===== config.mk =====
export PLATFORM = sky130hd
export DESIGN_NAME = fpc_ram
export DESIGN_NICKNAME = d
export VERILOG_FILES = /design/src/hw/rtl/fpc_ram.sv
export SDC_FILE = /design/constraint.sdc
export NUM_CORES = 1
export LEC_CHECK = 0
export BUFFER_PORTS_ARGS = -buffer_cell sky130_fd_sc_hd__buf_2
export CORE_ASPECT_RATIO = 1.2
export CORE_MARGIN = 3
export CORE_UTILIZATION = 57
export DETAILED_ROUTE_END_ITERATION = 6
export PLACE_DENSITY = 0.76
export REMOVE_ABC_BUFFERS = 1
export SLEW_MARGIN = 20
export SYNTH_ARGS = -nofsm -noshare
export SYNTH_HDL_FRONTEND = slang
export SYNTH_SLANG_ARGS = --single-unit

===== constraint.sdc =====
create_clock -name clk -period 3.7 [get_ports clk]
set_input_delay 1.11 -clock clk [delete_from_list [all_inputs] [get_ports clk]]
set_output_delay 1.11 -clock clk [all_outputs]
set_load 0.1 [all_outputs]

===== src/hw/rtl/fpc_ram.sv =====
`default_nettype none

module fpc_ram #(
    parameter int WIDTH = 8,
    parameter int DEPTH = 128
) (
    input  wire logic                     clk,
    input  wire logic                     we,
    input  wire logic [$clog2(DEPTH)-1:0] waddr,
    input  wire logic [WIDTH-1:0]         wdata,
    input  wire logic                     re,
    input  wire logic [$clog2(DEPTH)-1:0] raddr,
    output logic      [WIDTH-1:0]         rdata
);

    logic [WIDTH-1:0] mem_reg [DEPTH];
    logic [WIDTH-1:0] rdata_reg;

    // Read data is registered and holds until the next read.
    always_ff @(posedge clk)
    begin
        if (we)
        begin
            mem_reg[waddr] <= wdata;
        end
        if (re)
        begin
            rdata_reg <= mem_reg[raddr];
        end
    end

    assign rdata = rdata_reg;

endmodule

`default_nettype wire


-- Word-level counts from Yosys, hierarchy flattened
Memories as Yosys holds them, arrays and structs flattened. A register that Yosys moved wholly into a read port is not among the register bits.
Cells that the tools add are included.
Widths: inputs -> output; s select.
- register bits after elaboration: 0
- bits in latches: 0
- bits in writable memories: 1024
- ROM bits: 0
- output and inout port bits: 8
- word-level logic and storage cells: 3
- memories kept: 1
- memories (name ; words ; width ; rd ports ; clocked after Yosys merged registers in ; wr ports ; line ; text):
    mem_reg ; 128 ; 8 ; 1 ; 1 ; 1 ; 16 ; logic [WIDTH-1:0] mem_reg [DEPTH];
- $add $sub $neg: 0
- multiply operators: 0
- divide/modulo/power cells: 0
- magnitude comparators: 0
- eq/ne operators: 0
- shifts and indexed selects: 0
- muxes and demuxes: 2
- bitwise gates (word level): 0
- reduce and logical (&&, ||, !) cells: 0
- operators with widths (cell ; number):
    $mux 1 ; 2

-- Longest topological paths before layout
- word-level depth: 2
- mapped depth: 7
- gate-level depth less buffers: 4

-- Worst setup path after synthesis
OpenSTA, ideal clock, no wires.
- kind: input to register
- from: input raddr[0]
- to: register rdata_reg[0], in the netlist rdata[0] (read register of mem_reg) (data pin)
- arrival time: 3.494 ns
- required time: 3.440 ns
- setup slack: -0.053 ns
- stages: 6
- path buffers: 2
- cell sequence: clkbuf_1 buf_1 mux4_2 mux4_2 mux4_2 mux2_2
- RTL lines (element ; line ; text):
    start, declared ; 12 ; input wire logic [$clog2(DEPTH)-1:0] raddr,
    end, declared ; 17 ; logic [WIDTH-1:0] rdata_reg;

==> impl_summary.md <==
Route
In this run, the number of DRC markers left after iteration 0 of detailed routing was roughly 2500. In the routed design, unresolved DRC markers number 0. After detailed routing, the average wire length per cell comes to 33.6 um. Detailed routing inserted a total of ~19000 vias.

The sum of routed wire length over all layers is around 96 mm. Using the TritonRoute via totals, the vias-per-cell ratio works out to 6.61. The detailed-routing iteration count for the pre-antenna-repair pass is 7. The count of nets left with antenna violations once routing finished came out at 0.

Clocking
The clock reaches the later pin of the worst-skew pair after around 0.66 ns. For this design, the sink count on the clock tree is just over 1000. After clock tree synthesis, the clock-pin slew on the worst setup and hold paths is approximately 0.07 ns. The H-tree depth is 3.

The total setup buffers inserted after CTS is 0. The clock tree from TritonCTS is built. After clock tree synthesis, the flow added hold-fix buffers numbering 0. The clock passes through at most 3 buffers. The tree is rooted in a sky130_fd_sc_hd__clkbuf_16. In this run, post-CTS repair resized a total of 0 instances. The number of CTS-inserted buffers is 90.

Synthesis
The post-synthesis cell area is approximately 40000 um^2. For this run, the number of Yosys warnings is 0. The average cell area after synthesis is 24.3 um^2.

The count of mapped cells out of synthesis is roughly 1600. The synthesized netlist contains 16 unique library cells. The flip-flop and latch count after synthesis is 1032. Of the synthesized area, sequential elements account for 78.0%.

Timing
Setup slack closes at between 0.3 and 0.4 ns. For the pin with the worst max-slew slack, the measured transition is between 1 and 1.5 ns. The final critical path takes up 90.9% of the cycle. The final count of pins violating max slew is 0. In the final timing run, aggregate negative setup slack is 0 ns. Setup repair after global routing left no endpoint under its margin.

Setup violations remaining at the end of the flow were counted as 0. Between clock sinks in the finished design, the worst skew comes to ~0.035 ns. Counting I/O delays and the setup requirement, the final critical path takes ~3.4 ns. The highest achievable clock rate is about 0.30 GHz. In this run the tightest slew margin relative to its limit is 32.8%. Hold timing on the final database bottoms out at a slack of between 0.8 and 0.9 ns. The number of hold-slack violations in the final timing report is 0.

Placement
The HPWL after detailed placement is roughly 57 mm. The congestion estimate from routability-driven global placement came to 0.829. Once placement finished, the instance area stood at between 40000 and 50000 um^2.

During placement, the flow inserted port buffers numbering 32. Prior to clock tree synthesis, the placed netlist has a worst setup slack of -0.323 ns.

Floorplan
The count of pins on the block boundary is 33. The area of the die is ~73000 um^2. The number of placement rows is around 110. The die span in x is approximately 250 um. Once the floorplan was initialized, standard cells occupied around 58% of the core. The height of the die is 295 um. In this run the standard cell core region covers a little under 70000 um^2.

Critical path
At the worst endpoint, the required time is between 4 and 5 ns. The largest fanout of any net on the critical path is 17. The data arrival time of the critical path is 3.76 ns.

STA classifies the critical path startpoint as an input port. The worst setup path is captured at a flip-flop. The start-to-end type of the worst setup path is in2reg.

Global route
The initial antenna violation count came to 6. The via count of the first global-routing pass came to 19600. Global routing used ~4.4% of the available met3 tracks. For this run, global-route usage on met2 was measured as between 40% and 50%. The met1 demand-to-capacity share in global routing is between 30% and 40%. The maximum number of pins on one net before global-route repair is approximately 110. The total track usage is a little over a quarter. The global-route wire length before repair is 140 mm.

The total overflow left after global routing is 0. The layer with the highest usage after global routing is met2.

Layout
The post-route cell area is roughly 45000 um^2. Across the whole layout, storage elements account for 31000 um^2. The post-synthesis to final-layout area growth is 14.0%. The flip-flop count of the largest register after layout is between 1000 and 1500.

At the end of the flow, the number of nets in the layout was 1883. Of the cells placed in the final design, the portion with a size suffix greater than 1 is approximately 35%. The multi-input combinational cells in the finished layout cover a total of approximately 8400 um^2. The number of fill cells is a little over 4000.

Power and ir drop
The largest vdd supply drop is between 0.0004 and 0.0005 V. The design draws ~23 mW. The leakage power summed over all cells is 14.2 nW. For this design the ratio of total power to cell area is between 500 and 600 nW/um^2.

Worst hold path
The type of the worst min-delay path is in2reg.

Job
The reported max-cap violation count is 0.

Run status
The run finished with clean final reports.
[metrics by stage]
stage	utilization (%)	instances
floorplan	-	1546
global route	66.0	2843
CTS	65.9	2842
detailed placement	61.8	2675
finish	66.0	2845
global placement	61.8	2675
[kinds of logic after synthesis]
kind of cell           Yosys count  synth area share (%)
DFF                           1032                  78.0
muxes                          344                  19.3
and+or+nand+nor                170                  1.75
buffers and inverters           89                  1.01
[Yosys cell counts]
cell type	instances	area [um^2]
sky130_fd_sc_hd__nor2_1	122	458
sky130_fd_sc_hd__buf_2	15	75.1
sky130_fd_sc_hd__or3_1	1	6.26
sky130_fd_sc_hd__nand3_1	12	60.1
sky130_fd_sc_hd__buf_4	11	82.6
sky130_fd_sc_hd__nor2b_1	7	43.8
sky130_fd_sc_hd__buf_6	1	11.3
sky130_fd_sc_hd__mux2_2	8	90.1
sky130_fd_sc_hd__nor3_1	9	45.0
sky130_fd_sc_hd__edfxtp_1	1032	31000
sky130_fd_sc_hd__buf_1	18	67.6
sky130_fd_sc_hd__nand2b_1	2	12.5
sky130_fd_sc_hd__nand4_1	3	18.8
sky130_fd_sc_hd__mux4_2	336	7570
sky130_fd_sc_hd__nand2_1	14	52.6
sky130_fd_sc_hd__clkbuf_1	44	165
[path summary, 6_finish.rpt]
| check | from | endpoint | slack, ns | cells after the start |
|---|---|---|---|---|
| worst max-delay path | raddr[0] | rdata[5] | 0.34 | 6 |
| worst min-delay path | re | rdata[0] | 0.87 | 1 |
| worst max register to register | mem_reg[85][2] | rdata[2] | 1.05 | 4 |
| worst min register to register | mem_reg[94][6] | rdata[6] | 1.25 | 4 |
[where the power goes]
part	leakage, nW	total (mW)	switching, mW	internal (mW)
clock	1.38	9.16	4.09	5.07
sequential	9.28	12.9	0.0309	12.9
combinational	3.55	1.34	0.811	0.533
[cells in the final DEF (no fill, tap or decap)]
| cell | Yosys | layout |
|---|---|---|
| sky130_fd_sc_hd__nand4_1 | 3 | 3 |
| sky130_fd_sc_hd__clkinv_8 | 0 | 3 |
| sky130_fd_sc_hd__buf_4 | 11 | 168 |
| sky130_fd_sc_hd__nor3_1 | 9 | 9 |
| sky130_fd_sc_hd__bufinv_16 | 0 | 7 |
| sky130_fd_sc_hd__mux2_2 | 8 | 8 |
| sky130_fd_sc_hd__diode_2 | 0 | 3 |
| sky130_fd_sc_hd__nand2b_1 | 2 | 2 |
| sky130_fd_sc_hd__clkinv_4 | 0 | 1 |
| sky130_fd_sc_hd__edfxtp_1 | 1032 | 1032 |
| sky130_fd_sc_hd__clkbuf_1 | 44 | 20 |
| sky130_fd_sc_hd__or3_1 | 1 | 1 |
| sky130_fd_sc_hd__mux4_2 | 336 | 336 |
| sky130_fd_sc_hd__nand3_1 | 12 | 12 |
| sky130_fd_sc_hd__inv_6 | 0 | 2 |
| sky130_fd_sc_hd__clkinvlp_4 | 0 | 5 |
| sky130_fd_sc_hd__nor2_1 | 122 | 122 |
| sky130_fd_sc_hd__clkbuf_16 | 0 | 92 |
| sky130_fd_sc_hd__buf_2 | 15 | 21 |
| sky130_fd_sc_hd__clkinv_1 | 0 | 25 |
| sky130_fd_sc_hd__clkinv_2 | 0 | 12 |
| sky130_fd_sc_hd__buf_8 | 0 | 2 |
| sky130_fd_sc_hd__buf_12 | 0 | 29 |
| sky130_fd_sc_hd__nor2b_1 | 7 | 7 |
| sky130_fd_sc_hd__nand2_1 | 14 | 14 |
[routing by layer]
layer  routed length, um  vias up
met2               50100     1133
met3                7650      235
li1                    -     7473
met4                4810        4
met1               33000     9961
met5                  29        -
[cell type report]
| type | instances | share of cell area (%) |
|---|---|---|
| Sequential cell | 1032 | 68.4 |
| Multi-Input combinational cell | 514 | 18.4 |
| Clock buffer | 112 | 5.25 |
| Timing Repair Buffer | 220 | 4.36 |
| Tap cell | 909 | 2.51 |
| Clock inverter | 55 | 1.05 |
| Antenna cell | 3 | 0.0166 |
[critical path: stages]
cell	delay, ns
sky130_fd_sc_hd__buf_8	0.25
sky130_fd_sc_hd__buf_4	0.36
sky130_fd_sc_hd__mux4_2	0.59
sky130_fd_sc_hd__mux4_2	0.55
sky130_fd_sc_hd__mux4_2	0.56
sky130_fd_sc_hd__mux2_2	0.30
Power figures use the tool's default switching activity.
