**src/hw/rtl/fpc_pkg.sv**
```systemverilog
`default_nettype none

package fpc_pkg;

    // Flash geometry. Both sizes are powers of two, so the wrap of an address
    // is a truncation to the address width.
    localparam int FLASH_BYTES = 131072;
    localparam int PAGE_BYTES  = 128;
    localparam int ADDR_W      = $clog2(FLASH_BYTES);
    localparam int PAGE_W      = $clog2(PAGE_BYTES);

    localparam logic [7:0] BYTE_ERASED = 8'hFF;

    localparam logic [63:0] STATUS_ERASE  = 64'h1111800800C20000;
    localparam logic [63:0] STATUS_OFFSET = 64'h1111800400C20000;
    localparam logic [63:0] STATUS_STATUS = 64'h1111800100C20000;
    localparam logic [63:0] STATUS_READ   = 64'h11118004F0000000;

    typedef enum logic [1:0] {
        CMD_WORD   = 2'd0,
        CMD_LOAD   = 2'd1,
        CMD_READ   = 2'd2,
        CMD_STATUS = 2'd3
    } cmd_t;

    // Opcodes live in the top byte of a command word.
    typedef enum logic [7:0] {
        OP_OFFSET        = 8'h4B,
        OP_ERASE         = 8'h78,
        OP_OFFSET_STATUS = 8'hA5,
        OP_WRITE         = 8'hB4,
        OP_EXECUTE       = 8'hD2,
        OP_STATUS        = 8'hE1,
        OP_READ          = 8'hF0
    } opcode_t;

    typedef enum logic [2:0] {
        MODE_IDLE   = 3'd0,
        MODE_ERASE  = 3'd1,
        MODE_WRITE  = 3'd2,
        MODE_READ   = 3'd3,
        MODE_STATUS = 3'd4
    } mode_t;

    typedef enum logic [2:0] {
        ST_CLEAR,
        ST_IDLE,
        ST_READ,
        ST_EXEC,
        ST_RESULT
    } fsm_t;

    typedef struct packed {
        logic [1:0]  command;
        logic [31:0] cmd_word;
        logic [6:0]  buffer_index;
        logic [7:0]  buffer_byte;
        logic [16:0] read_offset;
    } req_t;

    typedef struct packed {
        logic [7:0]  read_byte;
        logic [63:0] status_value;
        logic        fault;
        logic        dirty;
    } rsp_t;

    // What one request does to the controller state.
    typedef struct packed {
        logic              fault;
        logic              mode_load;
        mode_t             mode_val;
        logic              status_load;
        logic [63:0]       status_val;
        logic              offset_load;
        logic [ADDR_W-1:0] offset_val;
        logic              buf_write;
        logic              flash_read;
        logic              exec_start;
        logic              exec_erase;
    } dec_t;

endpackage

`default_nettype wire

```
**src/hw/rtl/fpc_decode.sv**
```systemverilog
`default_nettype none

module fpc_decode
    import fpc_pkg::*;
(
    input  wire req_t  req,
    input  wire mode_t mode,
    output dec_t       dec
);

    // The page number scaled to bytes, wrapped to the flash size.
    function automatic logic [ADDR_W-1:0] page_address(input logic [15:0] page);
        logic [31:0] wide;
        wide = 32'(page) << PAGE_W;
        return wide[ADDR_W-1:0];
    endfunction

    always_comb
    begin
        dec = '0;
        dec.mode_val = MODE_IDLE;
        unique case (req.command)
            CMD_WORD:
            begin
                unique case (req.cmd_word[31:24])
                    OP_OFFSET:
                    begin
                        dec.offset_load = 1'b1;
                        dec.offset_val  = page_address(req.cmd_word[15:0]);
                    end
                    OP_ERASE:
                    begin
                        dec.mode_load   = 1'b1;
                        dec.mode_val    = MODE_ERASE;
                        dec.status_load = 1'b1;
                        dec.status_val  = STATUS_ERASE;
                    end
                    OP_OFFSET_STATUS:
                    begin
                        dec.offset_load = 1'b1;
                        dec.offset_val  = page_address(req.cmd_word[15:0]);
                        dec.status_load = 1'b1;
                        dec.status_val  = STATUS_OFFSET;
                    end
                    OP_WRITE:
                    begin
                        dec.mode_load = 1'b1;
                        dec.mode_val  = MODE_WRITE;
                    end
                    OP_EXECUTE:
                    begin
                        // Execute always drops back to idle; only erase and
                        // write modes touch the flash.
                        dec.mode_load = 1'b1;
                        dec.mode_val  = MODE_IDLE;
                        if (mode == MODE_ERASE)
                        begin
                            dec.exec_start = 1'b1;
                            dec.exec_erase = 1'b1;
                        end
                        else if (mode == MODE_WRITE)
                        begin
                            dec.exec_start = 1'b1;
                        end
                        else if (mode == MODE_READ)
                        begin
                            dec.fault = 1'b1;
                        end
                    end
                    OP_STATUS:
                    begin
                        dec.mode_load   = 1'b1;
                        dec.mode_val    = MODE_STATUS;
                        dec.status_load = 1'b1;
                        dec.status_val  = STATUS_STATUS;
                    end
                    OP_READ:
                    begin
                        dec.mode_load   = 1'b1;
                        dec.mode_val    = MODE_READ;
                        dec.status_load = 1'b1;
                        dec.status_val  = STATUS_READ;
                    end
                    default:
                    begin
                        dec.fault = 1'b1;
                    end
                endcase
            end
            CMD_LOAD:
            begin
                if (mode == MODE_WRITE)
                begin
                    dec.buf_write = 1'b1;
                end
                else
                begin
                    dec.fault = 1'b1;
                end
            end
            CMD_READ:
            begin
                if (mode == MODE_READ)
                begin
                    dec.flash_read = 1'b1;
                end
                else
                begin
                    dec.fault = 1'b1;
                end
            end
            CMD_STATUS:
            begin
                dec.fault = 1'b0;
            end
            default:
            begin
                dec.fault = 1'b1;
            end
        endcase
    end

endmodule

`default_nettype wire

```
**config.mk**
```make
export PLATFORM = sky130hd
export DESIGN_NAME = fpc_decode
export DESIGN_NICKNAME = d
export VERILOG_FILES = /design/src/hw/rtl/fpc_pkg.sv /design/src/hw/rtl/fpc_decode.sv
export SDC_FILE = /design/constraint.sdc
export NUM_CORES = 1
export LEC_CHECK = 0
export ABC_AREA = 0
export BUFFER_PORTS_ARGS = -buffer_cell sky130_fd_sc_hd__buf_2
export CAP_MARGIN = 20
export CORE_MARGIN = 4
export CORE_UTILIZATION = 32
export DETAILED_ROUTE_END_ITERATION = 10
export MAX_ROUTING_LAYER = met4
export PLACE_DENSITY = 0.9
export RECOVER_POWER = 50
export REMOVE_ABC_BUFFERS = 1
export SLEW_MARGIN = 40
export SYNTH_ARGS = -nofsm -noshare
export SYNTH_HDL_FRONTEND = slang
export SYNTH_SLANG_ARGS = --single-unit
```
**constraint.sdc**
```tcl
create_clock -name vclk -period 1.5
set_input_delay 0 -clock vclk [all_inputs]
set_output_delay 0 -clock vclk [all_outputs]
set_load 0.01 [all_outputs]
```
# Word level (Yosys, flattened, before mapping)
# Index checks and enable logic that the tools add are counted.
op_classes:
  eq_ne: 13
  muxes: 18
  n_reduce_logical: 3
ops:
  columns: ["cell", "count"]
  rows:
  - ["$pmux 65 s4", 1]
  - ["$mux 87", 1]
  - ["$eq 8x8->1 const B", 5]
  - ["$pmux 4 s5", 1]
  - ["$mux 18", 1]
  - ["$eq 8x7->1 const B", 2]
  - ["$mux 1", 10]
  - ["$eq 3x2->1 const B", 2]
  - ["$reduce_or 6->1", 1]
  - ["$eq 2x2->1 const B", 2]
  - ["$mux 2", 2]
  - ["$pmux 1 s4", 1]
  - ["$eq 3x1->1 const B", 1]
  - ["$eq 2x1->1 const B", 1]
  - ["$logic_not 2->1", 1]
  - ["$pmux 1 s2", 1]
  - ["$reduce_or 2->1", 1]
word_totals:
  reg_bits: 0
  output_inout_bits: 92

# Logic depth before layout (Yosys ltp)
logic_depth:
  word_depth: 6
  depth_mapped: 5

# Least setup slack after synthesis
# OpenSTA, ideal clock, no wires.
synth_path:
  path_kind: "input to output"
  from: "input port req[60] (netlist name)"
  to: "output port dec[70] (netlist name)"
  arrival_time_ns: 1.069
  required_ns: 1.500
  path_slack_ns: 0.431
  cell_stages: 5
  n_path_buf: 1
  cell_sequence: "and4bb_1 > and2_1 > o21ai_1 > a21oi_1 > buf_4"
synth_lines:
  columns: ["element", "line", "rtl"]
  rows:
  - ["start, declared", "fpc_decode.sv:6", "input wire req_t req,"]
  - ["end, declared", "fpc_decode.sv:8", "output dec_t dec"]

==> results by group <==
Final layout
  • Num sequential: 0
  • Diodes inserted: 0
  • Clock buffer count: 0
  • # fillers: 321
  • Final std cells w/o fill: approximately 210
  • Area grow syn2layout: 1.517%
  • Final net count: 254
  • FF+latch area: 0 µm²
  • Layout cell share with drive strength beyond 1: about 32%

Placed design
  • Dpl hpwl: a little under 2 mm
  • IO buf count: roughly 60
  • DP Worst Slack: 0.3133 ns
  • Placed insts: ~210
  • GPL Wtd Cong: about 0.9

Global routing
  • Pin count of the biggest net entering global routing: 12
  • Initial antenna violation count: 0
  • First-pass GRT wire length: 3.070 mm
  • Vias in the first global route: 723
  • Global route overflow: 0
  • Tot GR Track Use: roughly 8.7%

Drt
  • Met2 Routed Length: between 1 and 1.5 mm
  • Routed length on met3: between 200 and 300 µm
  • Post-DRT Antenna Nets: 0
  • # DRC: 0
  • Total wire length: ~2.1 mm
  • Via count: roughly 870
  • DR iter-0 viols: 9
  • WL met1: about 730 µm
  • Pre-antenna DRT Iters: 2
  • Drt wl/cell: around 9.9 µm
  • Avg Vias per Cell: between 4 and 5
  • Top sig layer: met3

Pwr
  • PwrDens: about 170 nW/µm²
  • Sw Share: 68.96%
  • Sequential Power Share: 0%
  • Clk pwr share: 0%
  • Combinational share of power: 100.0%
  • P_sw: around 0.12 mW
  • Internal power: between 0.05 and 0.06 mW
  • Peak supply drop: 0.07382 mV
  • Leak: roughly 0.59 nW

Die
  • Placeable Area: 2853 µm²
  • Initial Util: 34.69%
  • Die height: about 64 µm
  • Row count: 19
  • DIE AREA: 4047 µm²
  • I/O pin count: ~160
  • Die X: 63.62 µm

Flow run
  • MaxCap Viol Count: 0

Setup path
  • Setup crit start: req[60]
  • Worst EP required: ~1.5 ns
  • CP max FO: 6
  • Arrival time worst endpoint: 1.19 ns
  • Worst setup SP type: primary input
  • Setup CP Type: primary input to output port
  • CP Capture Type: output port

STA
  • Final period util: 79.40%
  • Fin Setup TNS: 0 ns
  • Max frequency: approximately 840 MHz
  • Final setup fails: 0
  • Final count of hold timing violations: 0
  • Final WS setup: 0.3090 ns
  • Hold_ws: roughly 0.27 ns
  • RSZ-0062 raised after global routing: false
  • Min cycle time layout: 1.191 ns
  • Fin. max-slew vios: 0

Yosys
  • Main area contributors after synthesis: buf_4 51%, and2_4 8.0%, and4bb_1 5.1%
  • Post-synthesis area per instance: between 7 and 8 µm²
  • Top-count cell post-synth: buf_4
  • Synthesized cell area: 989.7 µm²
  • Commonest cells post-synth: 67 x buf_4, 9 x and2_4, 7 x nand2_1, 7 x nor2_1, 5 x a21oi_1
  • Syn. warnings: 0
  • Distinct cell type count of the synthesized netlist: 32
  • Register area share after synthesis: 0%
  • Mapped Cells: around 140
  • Cell accounting for the most synthesized area: buf_4
  • Post-synth top area share: approximately half

Outcome
  • Status: finished, final reports clean

Min path
  • Worst Hold Launch: mode[1]
  • Hold crit path type: primary input to output port

Clock network
  • Cts repair resizes: 0
  • Postcts setup bufs: 0
  • CTS Hold Bufs: 0
==> worst paths after layout <==
path / slack (ns) / cells after the start / end
setup / recovery: 0.31 / 6 / dec[82]
hold / removal: 0.27 / 3 / dec[0]
==> kinds of logic (layout without fill, tap and decap cells) <==
group | after synthesis | in the layout | share of synthesized area [%]
buffers and inverters | 68 | 60 | 51.96
other | 1 | 56 | 0.3789
AND/OR/NAND/NOR | 51 | 51 | 36.67
XOR/XNOR | 3 | 3 | 2.655
AO/OA/AOI/OAI | 13 | 13 | 8.345
==> per-stage QoR <==
step,power (mW),utilization [%],area (µm²)
6_report,0.1718,35.22,1005
5_1_grt,0.1908,35.22,1005
4_1_cts,0.1684,35.88,1023
3_5_place_dp,0.1679,35.88,1023
3_3_place_gp,0.1646,35.88,1023
2_1_floorplan,0.1122,-,681.9
==> routing by layer <==
layer | track usage [%] | vias up
met5 | - | -
met4 | 0.8086 | 0
met3 | 1.421 | 0
met2 | 17.73 | 63
met1 | 8.824 | 381
li1 | - | 421
==> cell type report <==
cell class	instances	area, µm²	share of cell area [%]
multi-input combinational	123	681.9	67.87
tap	31	38.79	3.861
timing repair buffer	60	284.0	28.27
==> worst max-delay path, stage by stage <==
cell and delay, ns:
buf_2 0.12, and4bb_1 0.30, and2_1 0.17, o21ai_1 0.08
a21oi_1 0.31, buf_2 0.21
==> layout by cell type, fill, tap and decap left out, types with 3 or more instances in the layout <==
cell      Yosys  layout
and2_1        3       3
clkbuf_1      0      15
buf_2         0      44
nor2b_1       3       3
a21oi_1       5       5
o21ai_0       2       3
nor2_1        7       7
and2_4        9       9
and4bb_1      4       4
conb_1        1      56
nand2_1       7       7
==> power groups by stage <==
stage	logic (mW)	registers (mW)	clock network, mW
CTS	0.168	0	0
floorplan	0.112	0	0
global route	0.191	0	0
detailed placement	0.168	0	0
global placement	0.165	0	0
finish	0.172	0	0
(Power assumes the default switching activity.)
